--- src/hw/rtl/fbd_pkg.sv ---
`timescale 1ns / 1ps
// ----------------------------------------------------------------------------
// fbd_pkg
// Types, constants and font table for the rectangle and glyph draw engine.
// ----------------------------------------------------------------------------
package fbd_pkg;

   localparam int FRAME_WIDTH_DEF  = 240;
   localparam int FRAME_HEIGHT_DEF = 135;
   localparam int MAX_SCALE_DEF    = 8;

   localparam int COORD_W = 12;
   localparam int SIZE_W  = 11;

   localparam logic [7:0] GLYPH_FIRST = 8'h20;
   localparam logic [7:0] GLYPH_LAST  = 8'h7E;
   localparam logic [7:0] GLYPH_SUB   = 8'h3F;
   localparam int GLYPH_COLS = 5;
   localparam int GLYPH_ROWS = 8;

   typedef enum logic [1:0] {
      KIND_FILL  = 2'd0,
      KIND_GLYPH = 2'd1,
      KIND_READ  = 2'd2,
      KIND_NONE  = 2'd3
   } kind_type;

   typedef struct packed {
      logic [1:0]         kind;
      logic signed [11:0] pos_x;
      logic signed [11:0] pos_y;
      logic [10:0]        rect_w;
      logic [10:0]        rect_h;
      logic [7:0]         char_code;
      logic [3:0]         glyph_scale;
      logic [15:0]        color;
   } req_type;

   typedef struct packed {
      logic [15:0] pixel_value;
      logic        in_frame;
   } rsp_type;

   typedef enum logic [2:0] {
      ST_IDLE,
      ST_SETUP,
      ST_PAINT,
      ST_NEXT_DOT,
      ST_READ,
      ST_RESULT
   } state_type;

   // controller to datapath
   typedef struct packed {
      logic capture;
      logic setup_box;
      logic paint_step;
      logic dot_step;
      logic read_issue;
      logic result_load;
   } cmd_type;

   // datapath to controller
   typedef struct packed {
      logic is_fill;
      logic is_glyph;
      logic is_read;
      logic box_empty;
      logic box_last;
      logic dot_last;
   } sts_type;

   function automatic logic [39:0] font_row(input logic [6:0] idx);
      logic [39:0] f;
      unique case (idx)
         7'd0: f = 40'h0000000000; 7'd1: f = 40'h00005F0000;
         7'd2: f = 40'h0007000700; 7'd3: f = 40'h147F147F14;
         7'd4: f = 40'h242A7F2A12; 7'd5: f = 40'h2313086462;
         7'd6: f = 40'h3649562050; 7'd7: f = 40'h0008070300;
         7'd8: f = 40'h001C224100; 7'd9: f = 40'h0041221C00;
         7'd10: f = 40'h2A1C7F1C2A; 7'd11: f = 40'h08083E0808;
         7'd12: f = 40'h0080703000; 7'd13: f = 40'h0808080808;
         7'd14: f = 40'h0000606000; 7'd15: f = 40'h2010080402;
         7'd16: f = 40'h3E5149453E; 7'd17: f = 40'h00427F4000;
         7'd18: f = 40'h7249494946; 7'd19: f = 40'h2141494D33;
         7'd20: f = 40'h1814127F10; 7'd21: f = 40'h2745454539;
         7'd22: f = 40'h3C4A494931; 7'd23: f = 40'h4121110907;
         7'd24: f = 40'h3649494936; 7'd25: f = 40'h464949291E;
         7'd26: f = 40'h0000140000; 7'd27: f = 40'h0040340000;
         7'd28: f = 40'h0008142241; 7'd29: f = 40'h1414141414;
         7'd30: f = 40'h0041221408; 7'd31: f = 40'h0201590906;
         7'd32: f = 40'h3E415D594E; 7'd33: f = 40'h7C1211127C;
         7'd34: f = 40'h7F49494936; 7'd35: f = 40'h3E41414122;
         7'd36: f = 40'h7F4141413E; 7'd37: f = 40'h7F49494941;
         7'd38: f = 40'h7F09090901; 7'd39: f = 40'h3E41415173;
         7'd40: f = 40'h7F0808087F; 7'd41: f = 40'h00417F4100;
         7'd42: f = 40'h2040413F01; 7'd43: f = 40'h7F08142241;
         7'd44: f = 40'h7F40404040; 7'd45: f = 40'h7F021C027F;
         7'd46: f = 40'h7F0408107F; 7'd47: f = 40'h3E4141413E;
         7'd48: f = 40'h7F09090906; 7'd49: f = 40'h3E4151215E;
         7'd50: f = 40'h7F09192946; 7'd51: f = 40'h2649494932;
         7'd52: f = 40'h03017F0103; 7'd53: f = 40'h3F4040403F;
         7'd54: f = 40'h1F2040201F; 7'd55: f = 40'h3F4038403F;
         7'd56: f = 40'h6314081463; 7'd57: f = 40'h0304780403;
         7'd58: f = 40'h6159494D43; 7'd59: f = 40'h007F414141;
         7'd60: f = 40'h0204081020; 7'd61: f = 40'h004141417F;
         7'd62: f = 40'h0402010204; 7'd63: f = 40'h4040404040;
         7'd64: f = 40'h0003070800; 7'd65: f = 40'h2054547840;
         7'd66: f = 40'h7F28444438; 7'd67: f = 40'h3844444428;
         7'd68: f = 40'h384444287F; 7'd69: f = 40'h3854545418;
         7'd70: f = 40'h00087E0902; 7'd71: f = 40'h18A4A49C78;
         7'd72: f = 40'h7F08040478; 7'd73: f = 40'h00447D4000;
         7'd74: f = 40'h2040403D00; 7'd75: f = 40'h7F10284400;
         7'd76: f = 40'h00417F4000; 7'd77: f = 40'h7C04780478;
         7'd78: f = 40'h7C08040478; 7'd79: f = 40'h3844444438;
         7'd80: f = 40'hFC18242418; 7'd81: f = 40'h18242418FC;
         7'd82: f = 40'h7C08040408; 7'd83: f = 40'h4854545424;
         7'd84: f = 40'h04043F4424; 7'd85: f = 40'h3C4040207C;
         7'd86: f = 40'h1C2040201C; 7'd87: f = 40'h3C4030403C;
         7'd88: f = 40'h4428102844; 7'd89: f = 40'h4C9090907C;
         7'd90: f = 40'h4464544C44; 7'd91: f = 40'h0008364100;
         7'd92: f = 40'h0000770000; 7'd93: f = 40'h0041360800;
         7'd94: f = 40'h0201020402;
         default: f = 40'h0000000000;
      endcase
      return f;
   endfunction

endpackage

--- src/hw/rtl/fbd_ctrl.sv ---
`timescale 1ns / 1ps
// ----------------------------------------------------------------------------
// fbd_ctrl
// Command sequencer: accepts a request, steps the datapath, returns a result.
// ----------------------------------------------------------------------------
module fbd_ctrl (
   input  logic             clock,
   input  logic             reset,
   input  logic             req_valid,
   output logic             req_stall,
   output logic             rsp_valid,
   input  logic             rsp_stall,
   input  fbd_pkg::sts_type sts,
   output fbd_pkg::cmd_type cmd
);
   import fbd_pkg::*;

   state_type state_ff, state_in;

   always_ff @(posedge clock) begin
      if (reset) begin
         state_ff <= ST_IDLE;
      end else begin
         state_ff <= state_in;
      end
   end

   always_comb begin
      state_in  = state_ff;
      cmd       = '0;
      req_stall = 1'b1;
      rsp_valid = 1'b0;
      unique case (state_ff)
         ST_IDLE: begin
            req_stall = 1'b0;
            if (req_valid) begin
               cmd.capture = 1'b1;
               state_in    = ST_SETUP;
            end
         end
         ST_SETUP: begin
            priority if (sts.is_read) begin
               cmd.read_issue = 1'b1;
               state_in       = ST_READ;
            end else if (sts.is_fill || sts.is_glyph) begin
               cmd.setup_box = 1'b1;
               state_in      = ST_PAINT;
            end else begin
               cmd.result_load = 1'b1;
               state_in        = ST_RESULT;
            end
         end
         ST_PAINT: begin
            cmd.paint_step = 1'b1;
            if (sts.box_empty || sts.box_last) begin
               state_in = ST_NEXT_DOT;
            end
         end
         ST_NEXT_DOT: begin
            if (sts.is_glyph && !sts.dot_last) begin
               cmd.dot_step = 1'b1;
               state_in     = ST_SETUP;
            end else begin
               cmd.result_load = 1'b1;
               state_in        = ST_RESULT;
            end
         end
         ST_READ: begin
            cmd.result_load = 1'b1;
            state_in        = ST_RESULT;
         end
         ST_RESULT: begin
            rsp_valid = 1'b1;
            if (!rsp_stall) begin
               state_in = ST_IDLE;
            end
         end
         default: state_in = ST_IDLE;
      endcase
   end

endmodule

--- config.mk ---
export PLATFORM = sky130hd
export DESIGN_NAME = fbd_ctrl
export DESIGN_NICKNAME = d
export VERILOG_FILES = /design/src/hw/rtl/fbd_pkg.sv /design/src/hw/rtl/fbd_ctrl.sv
export SDC_FILE = /design/constraint.sdc
export NUM_CORES = 1
export LEC_CHECK = 0
export ABC_AREA = 1
export BUFFER_PORTS_ARGS = -buffer_cell sky130_fd_sc_hd__buf_2
export CAP_MARGIN = 5
export CORE_AREA = 4 4 41 43
export CTS_CLUSTER_DIAMETER = 30
export DETAILED_ROUTE_END_ITERATION = 8
export DIE_AREA = 0 0 45 47
export PLACE_DENSITY_LB_ADDON = 0.2
export RECOVER_POWER = 25
export SYNTH_ARGS = -nofsm -noshare
export SYNTH_HDL_FRONTEND = slang
export SYNTH_SLANG_ARGS = --single-unit
export TNS_END_PERCENT = 30
--- constraint.sdc ---
create_clock -name clock -period 1.5 [get_ports clock]
set_input_delay 0.375 -clock clock [delete_from_list [all_inputs] [get_ports clock]]
set_output_delay 0.375 -clock clock [all_outputs]
set_load 0.01 [all_outputs]
# Word level (Yosys, flattened, before mapping)
# Index checks and enable logic that the tools add are counted.
# totals
inputBits,10
out_inout_bits,8
ff_bits,3
# classes
reduce_logical,6
n_eq_ne,8
n_mux,23
# ops
cell,count
$mux W3,6
$pmux W3 S6,1
$mux W1,15
$eq A3 B2 Y1 const B,2
$eq A3 B3 Y1 const B,2
$ne A2 B2 Y1 const B,3
$eq A3 B1 Y1 const B,1
$logic_not A3 Y1,1
$pmux W1 S3,1
$reduce_and A3 Y1,1
$logic_or A1 B1 Y1,2
$logic_and A1 B1 Y1,1
$logic_not A1 Y1,1

# Longest topological paths before layout
# Gate-level depths: netlist of the first run.
# logic_depth
ltp_word,4
mapped_depth,7
mapped_depth_nobuf,7

# Worst setup path after synthesis of the first run
# No wires, ideal clock.
# synth_path
kind,input port to output port
from,input port sts[0] (netlist bit)
to,output port cmd[2] (netlist bit)
arrival_time_ns,1.023
required_ns,1.125
n_path_buf,0
setup_slack_ns,0.102
cell_stages,2
path_cell_list,or2_2 > nor4_1
# synth_lines
item,line_no,source
"start, declared",fbd_ctrl.sv:13,"input fbd_pkg::sts_type sts,"
"end, declared",fbd_ctrl.sv:14,output fbd_pkg::cmd_type cmd

==> impl_metrics.toml, run 1 <==
[status]
status = "complete, but fails checks"
violations = "negative setup slack"

[setup_path]
cp-start-kind = "register"
crit_fanout = 3
reg2reg_to = "state_ff[0]$_SDFFE_PP0P_"
r2r-start = "state_ff[0]$_SDFFE_PP0P_"
startpoint = "state_ff[1]$_SDFFE_PP0P_"
crit_arrival_ns = 1.18
crit_cells = 7
timing.critical_path.mode_cell = "inv_2"
path_buf_inv = 4
r2r_setup_slack_ns = 0.44
cp_top_family = "simple AND/OR/NAND/NOR gates"
max_stage_delay_ns = 0.31
cp-end-kind = "output port"
crit_end = "cmd[4]"
critPathKind = "register to output port"
slowest_stage = "dfxtp_2"
cp_data_required_time_ns = 1.12
r2r_cells = 7
crit_chain = "inv_2 -> nand2_4 -> nor2_4 -> inv_2 -> or2_4 -> inv_2 -> buf_6"

[clocking]
clock_tree.root_cell = "clkbuf_4"
cts_tree = "yes"
clock_path_buffers = 2
clk_latency_ns = 0.23
cts_sinks = 3
cts_buffers = 3
htree_num_levels = 1
cts_hold_buf = 0
clkTransAtPathRegs_ns = 0.04

[layout]
largest_reg_flops = 3
n_antenna_cell = 0
top_register = "state_ff"
drive_above_1_share_pct = 59.72
top_regs = "state_ff x3"
fillers = 157
area_delta_synth_final_pct = 78.77
finalNetCount = 83

[route]
dr.first_iter.drc_count = 2
drc = 0
vias_per_cell = 4.115
antenna_left = 0
vias = 358
wl_microns = 773
avgRoutedWirePerCell_microns = 8.885
first_pass_iters = 3

[synthesis]
synth_cells = 45
synthTopCellsByCount = "inv_1 (9), nor2_1 (7), nand2_1 (6)"
syn_area_sq_um = 265.3
synth_edf_count = 0
yosys_most_used_dff = "dfxtp_1"
synthArstFlopShare_pct = 0
synth_top_cell_area_share_pct = 22.64
synth-seq-cells = 3
synth.largest_area_cell = "dfxtp_1"
ys_types = 17
yosysMostFrequentCell = "inv_1"
synth_area_leaders = "dfxtp_1 (23%), inv_1 (13%), nor2_1 (9.9%), nand2_1 (8.5%), nand4_1 (7.1%)"
syn_nets = 55
yosysSeqAreaShare_pct = 22.64
synth_warnings = 0
syn_avg_cell_area_sq_um = 5.895

[power_and_ir_drop]
p_per_area_nw_per_um2 = 1051
vdd_drop_max_v = 0.0002878
p_total_uw = 498.6
power_leakage_nw = 0.2658

[floorplanning]
die_w_microns = 45
die_h_microns = 47
rows = 13
start_util_pct = 20.38
die_area_sq_um = 2115
core_sq_um = 1301
io-pin-count = 18

[timing]
skew_ns = 0.0002393
rsz0062_at_grt = "true"
tightest_slew_ns = 0.2392
layout_setup_ws_ns = -0.05666
setup_viol = 3
max_clock_freq_mhz = 642.4
hold_viol_final = 0
timing.final.crit_period_ns = 1.557
min_period_over_period_pct = 103.8
slew_headroom_pct = 83.88
setup_tns_ns = -0.1061
slew_viol_final = 0

[global_route]
grt_pass1_vias = 329
grt_pass1_wl_mm = 1.228
antenna_found_initial = 0
track_usage_pct = 8.287
grt_max_degree = 7
overflow = 0

[place]
gp_congestion = 0.7525
dp_hpwl_microns = 635.9
portBuffers = 17

[min_path]
hold_path.class = "input pin to register"

[run]
cap_violations = 0
-- how the worst min path moves through the flow --
stage               start  cells after the start                        to  slack [ns]
finish              reset                      2  state_ff[1]$_SDFFE_PP0P_        0.32
global route        reset                      2  state_ff[1]$_SDFFE_PP0P_        0.32
global placement    reset                      2  state_ff[1]$_SDFFE_PP0P_        0.57
floorplan           reset                      1  state_ff[1]$_SDFFE_PP0P_        0.44
CTS                 reset                      2  state_ff[1]$_SDFFE_PP0P_        0.32
detailed placement  reset                      2  state_ff[1]$_SDFFE_PP0P_        0.57
-- per-layer routing --
layer  vias up  global-route usage (%)  wire length, microns
li1        196                       -                     -
met1       146                   9.070                   332
met2        16                   12.99                   345
met3         0                   4.981                    96
met4         0                   3.509                     0
met5         -                       0                     0
-- worst register-to-register path: stages, from the launching register on --
cell	delay (ns)
dfxtp_2	0.33
buf_4	0.14
inv_2	0.06
nand3_2	0.12
nor2_1	0.11
nor2_1	0.05
nand3_1	0.06
a21oi_1	0.06
-- report_power, final --
group,switching (mW),internal (mW)
clock network,0.0441,0.0998
registers,0.0203,0.0967
logic,0.125,0.113
-- cells in the final DEF (no fill, tap or decap), drive strengths merged --
cell and n:
nand2 7, nand4 3, o211ai 1, a21oi 2, o21ai 2, dfxtp 3
nor2 8, nor4 1, inv 11, nand3 4, clkbuf 4, buf 23
or2 3
-- cells by family (layout without fill, tap and decap cells) --
group | Yosys count | in the layout | synth area share (%)
flops | 3 | 3 | 22.64
simple gates | 26 | 26 | 50.00
compound gates | 5 | 5 | 11.79
buf+inv | 11 | 38 | 15.57
-- cell type report --
cell class | count | area, sq um | share of cell area (%)
Multi-Input combinational cell | 31 | 187.7 | 39.58
Sequential cell | 3 | 63.81 | 13.46
Inverter | 11 | 41.29 | 8.707
Clock buffer | 4 | 26.28 | 5.541
Tap cell | 15 | 18.77 | 3.958
Timing Repair Buffer | 23 | 136.4 | 28.76
-- through the flow --
step	worst slack [ns]	utilization [%]	std cells	hold slack, ns	cell area, sq um
2_1_floorplan	0.1022	-	45	0.4374	265.3
3_3_place_gp	0.01016	31.25	82	0.5723	406.6
3_5_place_dp	0.002550	31.25	82	0.5727	406.6
4_1_cts	-0.09988	35.96	87	0.3160	467.9
5_1_grt	-0.1330	36.44	87	0.3232	474.2
6_report	-0.05666	36.44	87	0.3220	474.2
-- repair_timing --
action / in CTS / in global routing
buffers inserted: 1 / 0
pin swaps: 1 / 4
endpoints found under the setup margin: 5 / 5
gates resized for setup: 9 / 3
hold endpoints to repair: 0 / 0
Note: power is estimated with default switching activity, not from simulation.
==> run 2: changes to the inputs <==
==> constraint.sdc (replaced) <==
create_clock -name clock -period 1.3 [get_ports clock]
set_input_delay 0.325 -clock clock [delete_from_list [all_inputs] [get_ports clock]]
set_output_delay 0.325 -clock clock [all_outputs]
set_load 0.01 [all_outputs]
==> impl_metrics.toml, run 2 (synthesized netlist as in run 1, its figures left out) <==
[layout]
fillers = 160
top_regs = "state_ff x3"
final_util_pct = 38.85
final_common_cell = "buf_2"
drive_above_1_share_pct = 60.53
area_delta_synth_final_pct = 90.57
finalNetCount = 87
most-common-layout-cells = "buf_2 (16), buf_4 (10), inv_1 (8)"
n_antenna_cell = 0
stdcell_area_sq_um = 505.5
top_register = "state_ff"
largest_reg_flops = 3

[setup_path]
r2r_setup_slack_ns = 0.20
cp_top_family = "simple AND/OR/NAND/NOR gates"
crit_chain = "inv_2 -> nand2_4 -> nor2_4 -> inv_2 -> or2_4 -> inv_2 -> buf_6"
critPathKind = "register to output port"
r2r_cells = 7
reg2reg_to = "state_ff[1]$_SDFFE_PP0P_"
timing.critical_path.mode_cell = "inv_2"
r2r-start = "state_ff[1]$_SDFFE_PP0P_"
slowest_stage = "dfxtp_2"
cp-end-kind = "output port"
path_buf_inv = 4
crit_fanout = 3
crit_arrival_ns = 1.19
max_stage_delay_ns = 0.33
cp-start-kind = "register"
cp_data_required_time_ns = 0.98

[min_path]
hold_path.class = "input pin to register"
min-delay-start = "reset"
holdPathEnd = "state_ff[1]$_SDFFE_PP0P_"
hold_depth = 2

[route]
vias_per_cell = 4.132
vias = 376
antenna_left = 0
first_pass_iters = 3
drc = 0
wl_microns = 832
dr.first_iter.drc_count = 6
avgRoutedWirePerCell_microns = 9.143

[place]
placed_area_sq_um = 444.2
gp_congestion = 0.7275
dp_hpwl_microns = 682.8
portBuffers = 17

[global_route]
track_usage_pct = 9.708
overflow = 0
grt_max_degree = 7
antenna_found_initial = 0
grt_pass1_vias = 347
grt_pass1_wl_mm = 1.393

[floorplanning]
core_sq_um = 1301
die_w_microns = 45
start_util_pct = 20.38
die_h_microns = 47
io-pin-count = 18
rows = 13
die_area_sq_um = 2115

[status]
violations = "negative setup slack"
status = "complete, but fails checks"

[timing]
layout_setup_ws_ns = -0.2127
setup_viol = 8
tightest_slew_ns = 0.2584
slew_headroom_pct = 82.59
setup_tns_ns = -1.010
hold_viol_final = 0
rsz0062_at_grt = "true"
max_clock_freq_mhz = 661.1
timing.final.crit_period_ns = 1.513
min_period_over_period_pct = 116.4
skew_ns = 0.002831
slew_viol_final = 0

[clocking]
htree_num_levels = 1
cts_hold_buf = 0
cts_buffers = 3
clock_tree.root_cell = "clkbuf_4"
cts_tree = "yes"
clock_path_buffers = 2
clk_latency_ns = 0.23
clkTransAtPathRegs_ns = 0.04
cts_sinks = 3

[power_and_ir_drop]
power_leakage_nw = 0.2860
p_total_uw = 601.2
p_per_area_nw_per_um2 = 1189
vdd_drop_max_v = 0.0005638

[run]
cap_violations = 0
[run 2: cell count changes in the layout (fill, tap and decap cells not counted), sizes merged]
cell  change
buf       +4
[run 2: final cells by class]
type	count	area (sq um)	share of cell area, %
Multi-Input combinational cell	31	186.4	36.88
Timing Repair Buffer	27	166.4	32.92
Sequential cell	3	66.31	13.12
Inverter	11	41.29	8.168
Clock buffer	4	26.28	5.198
Tap cell	15	18.77	3.713
[run 2: layer usage]
| layer | wire length [microns] | track usage [%] | vias up |
|---|---|---|---|
| met3 | 93 | 6.897 | 0 |
| met5 | 0 | 0 | - |
| li1 | - | - | 204 |
| met1 | 383 | 11.79 | 156 |
| met2 | 355 | 13.28 | 16 |
| met4 | 0 | 3.509 | 0 |
[run 2: how the worst max path moves through the flow]
stage / startpoint / end / slack [ns] / cells past startpoint
after CTS: state_ff[1]$_SDFFE_PP0P_ / cmd[4] / -0.25 / 7
after global routing: state_ff[1]$_SDFFE_PP0P_ / cmd[4] / -0.28 / 7
final: state_ff[1]$_SDFFE_PP0P_ / cmd[4] / -0.21 / 7
after detailed placement: sts[3] / cmd[4] / -0.09 / 6
after global placement: sts[4] / cmd[2] / -0.1 / 5
after floorplan: sts[0] / cmd[2] / 0.002 / 2
[run 2: per-stage QoR]
| step | hold slack, ns | instances | setup WS (ns) |
|---|---|---|---|
| finish | 0.2726 | 91 | -0.2127 |
| CTS | 0.2628 | 91 | -0.2547 |
| detailed placement | 0.5225 | 87 | -0.09233 |
| floorplan | 0.3874 | 45 | 0.002188 |
| global placement | 0.5241 | 87 | -0.09754 |
| global route | 0.2800 | 91 | -0.2839 |
[run 2: repair_timing]
item                                    4_1_cts  5_1_grt
pin swaps                                     2        1
buffers inserted                              0        0
endpoints found under the setup margin        8        8
gates resized for setup                      10        2
[run 2: power by group]
group | total (mW) | leakage, nW | internal (mW) | switching, mW
Combinational | 0.293 | 0.245 | 0.150 | 0.143
Sequential | 0.141 | 0.0261 | 0.113 | 0.0280
Clock | 0.167 | 0.0150 | 0.115 | 0.0519
Total | 0.601 | 0.286 | 0.378 | 0.223
==> run 3: changes to the inputs <==
--- a/config.mk
+++ b/config.mk
@@ -6,7 +6,7 @@
 export NUM_CORES = 1
 export LEC_CHECK = 0
 export ABC_AREA = 1
-export BUFFER_PORTS_ARGS = -buffer_cell sky130_fd_sc_hd__buf_2
+export BUFFER_PORTS_ARGS = -buffer_cell sky130_fd_sc_hd__buf_4
 export CAP_MARGIN = 5
 export CORE_AREA = 4 4 41 43
 export CTS_CLUSTER_DIAMETER = 30
@@ -14,6 +14,7 @@
 export DIE_AREA = 0 0 45 47
 export PLACE_DENSITY_LB_ADDON = 0.2
 export RECOVER_POWER = 25
+export SKIP_LAST_GASP = 1
 export SYNTH_ARGS = -nofsm -noshare
 export SYNTH_HDL_FRONTEND = slang
 export SYNTH_SLANG_ARGS = --single-unit
==> impl_metrics.toml, run 3 (synthesized netlist as in run 1, its figures left out) <==
[route]
drc = 0
vias = 388
avgRoutedWirePerCell_microns = 9.538
dr.first_iter.drc_count = 2
first_pass_iters = 2
wl_microns = 887
antenna_left = 0
vias_per_cell = 4.172

[timing]
whs_ns = 0.2458
setup_viol = 8
timing.final.crit_period_ns = 1.549
layout_setup_ws_ns = -0.2492
slew_headroom_pct = 84.26
skew_ns = 0.007009
max_clock_freq_mhz = 645.5
min_period_over_period_pct = 119.2
hold_viol_final = 0
rsz0062_at_grt = "true"
tightest_slew_ns = 0.2336
slew_viol_final = 0
setup_tns_ns = -1.297

[floorplanning]
die_h_microns = 47
die_w_microns = 45
die_area_sq_um = 2115
rows = 13
core_sq_um = 1301
io-pin-count = 18
start_util_pct = 20.38

[place]
pre_cts_slack_ns = -0.1052
portBuffers = 17
placed_area_sq_um = 486.7
dp_hpwl_microns = 663
post-place-cells = 87
gp_congestion = 0.6799

[layout]
final_common_cell = "buf_4"
multi_input_area_sq_um = 192.7
fillers = 155
final_util_pct = 43.56
finalNetCount = 89
seq_area_sq_um = 66.31
largest_reg_flops = 3
final_cells = 93
area_delta_synth_final_pct = 113.7
top_register = "state_ff"
top_regs = "state_ff x3"
drive_above_1_share_pct = 61.54
most-common-layout-cells = "buf_4 (28), inv_1 (8), nand2_1 (6)"
n_antenna_cell = 0
stdcell_area_sq_um = 566.8

[setup_path]
crit_cells = 7
crit_chain = "inv_2 -> nand2_4 -> nor2_4 -> inv_2 -> or2_4 -> inv_2 -> buf_4"
cp-start-kind = "register"
startpoint = "state_ff[1]$_SDFFE_PP0P_"
r2r_cells = 7
timing.critical_path.mode_cell = "inv_2"
r2r-start = "state_ff[1]$_SDFFE_PP0P_"
cp-end-kind = "output port"
max_stage_delay_ns = 0.32
slowest_stage = "dfxtp_2"
cp_data_required_time_ns = 0.98
cp_top_family = "simple AND/OR/NAND/NOR gates"
path_buf_inv = 4
crit_fanout = 3
r2r_setup_slack_ns = 0.17
crit_arrival_ns = 1.22
critPathKind = "register to output port"

[clocking]
cts_tree = "yes"
clkTransAtPathRegs_ns = 0.04
clock_tree.root_cell = "clkbuf_4"
htree_num_levels = 1
cts_buffers = 3
clock_path_buffers = 2
clk_latency_ns = 0.25
cts_sinks = 3

[power_and_ir_drop]
p_per_area_nw_per_um2 = 1153
vdd_drop_max_v = 0.0003262
power_leakage_nw = 0.3028
p_total_uw = 653.6

[global_route]
track_usage_pct = 9.306
grt_max_degree = 7
overflow = 0
grt_pass1_vias = 353
antenna_found_initial = 0
grt_pass1_wl_mm = 1.317

[min_path]
hold_depth = 2
hold_path.class = "input pin to register"
min-delay-start = "reset"

[status]
violations = "negative setup slack"
status = "complete, but fails checks"

[run]
cap_violations = 0
[run 3: cell types whose count changed in the layout (fill, tap and decap cells not counted)]
cell	change
nor4_1	-1
or2_2	-1
nand2_1	+1
buf_2	-16
nor4_2	+1
buf_4	+18
or2_4	+1
nand2_2	-1
[run 3: final cells by class]
type	count	area share, %
clock buffer	4	4.636
inverter	11	7.285
multi-input combinational	31	34.00
sequential	3	11.70
tap	15	3.311
timing repair buffer	29	39.07
[run 3: power by group]
group	switching (mW)	internal (mW)	leakage [nW]
combinational	0.152	0.187	0.262
sequential	0.0256	0.113	0.0261
clock	0.0600	0.116	0.0150
[run 3: what timing repair did]
action                     in CTS  in global routing
resized for setup               7                  6
hold buffers                    0                  0
buffers inserted                1                  1
setup endpoints to repair       8                  8
pin swaps                       2                  1
[run 3: routing by layer]
metal | up-vias | track usage [%] | wire, microns
met4 | 0 | 8.772 | 23
li1 | 208 | - | -
met2 | 16 | 14.41 | 422
met1 | 162 | 9.729 | 352
met3 | 2 | 3.448 | 89
met5 | - | 0 | 0
[run 3: worst paths after layout]
kind,endpoint
setup / recovery,cmd[4]
hold reg to reg,state_ff[0]$_SDFFE_PP0P_
setup reg to reg,state_ff[1]$_SDFFE_PP0P_
hold / removal,state_ff[0]$_SDFFE_PP0P_
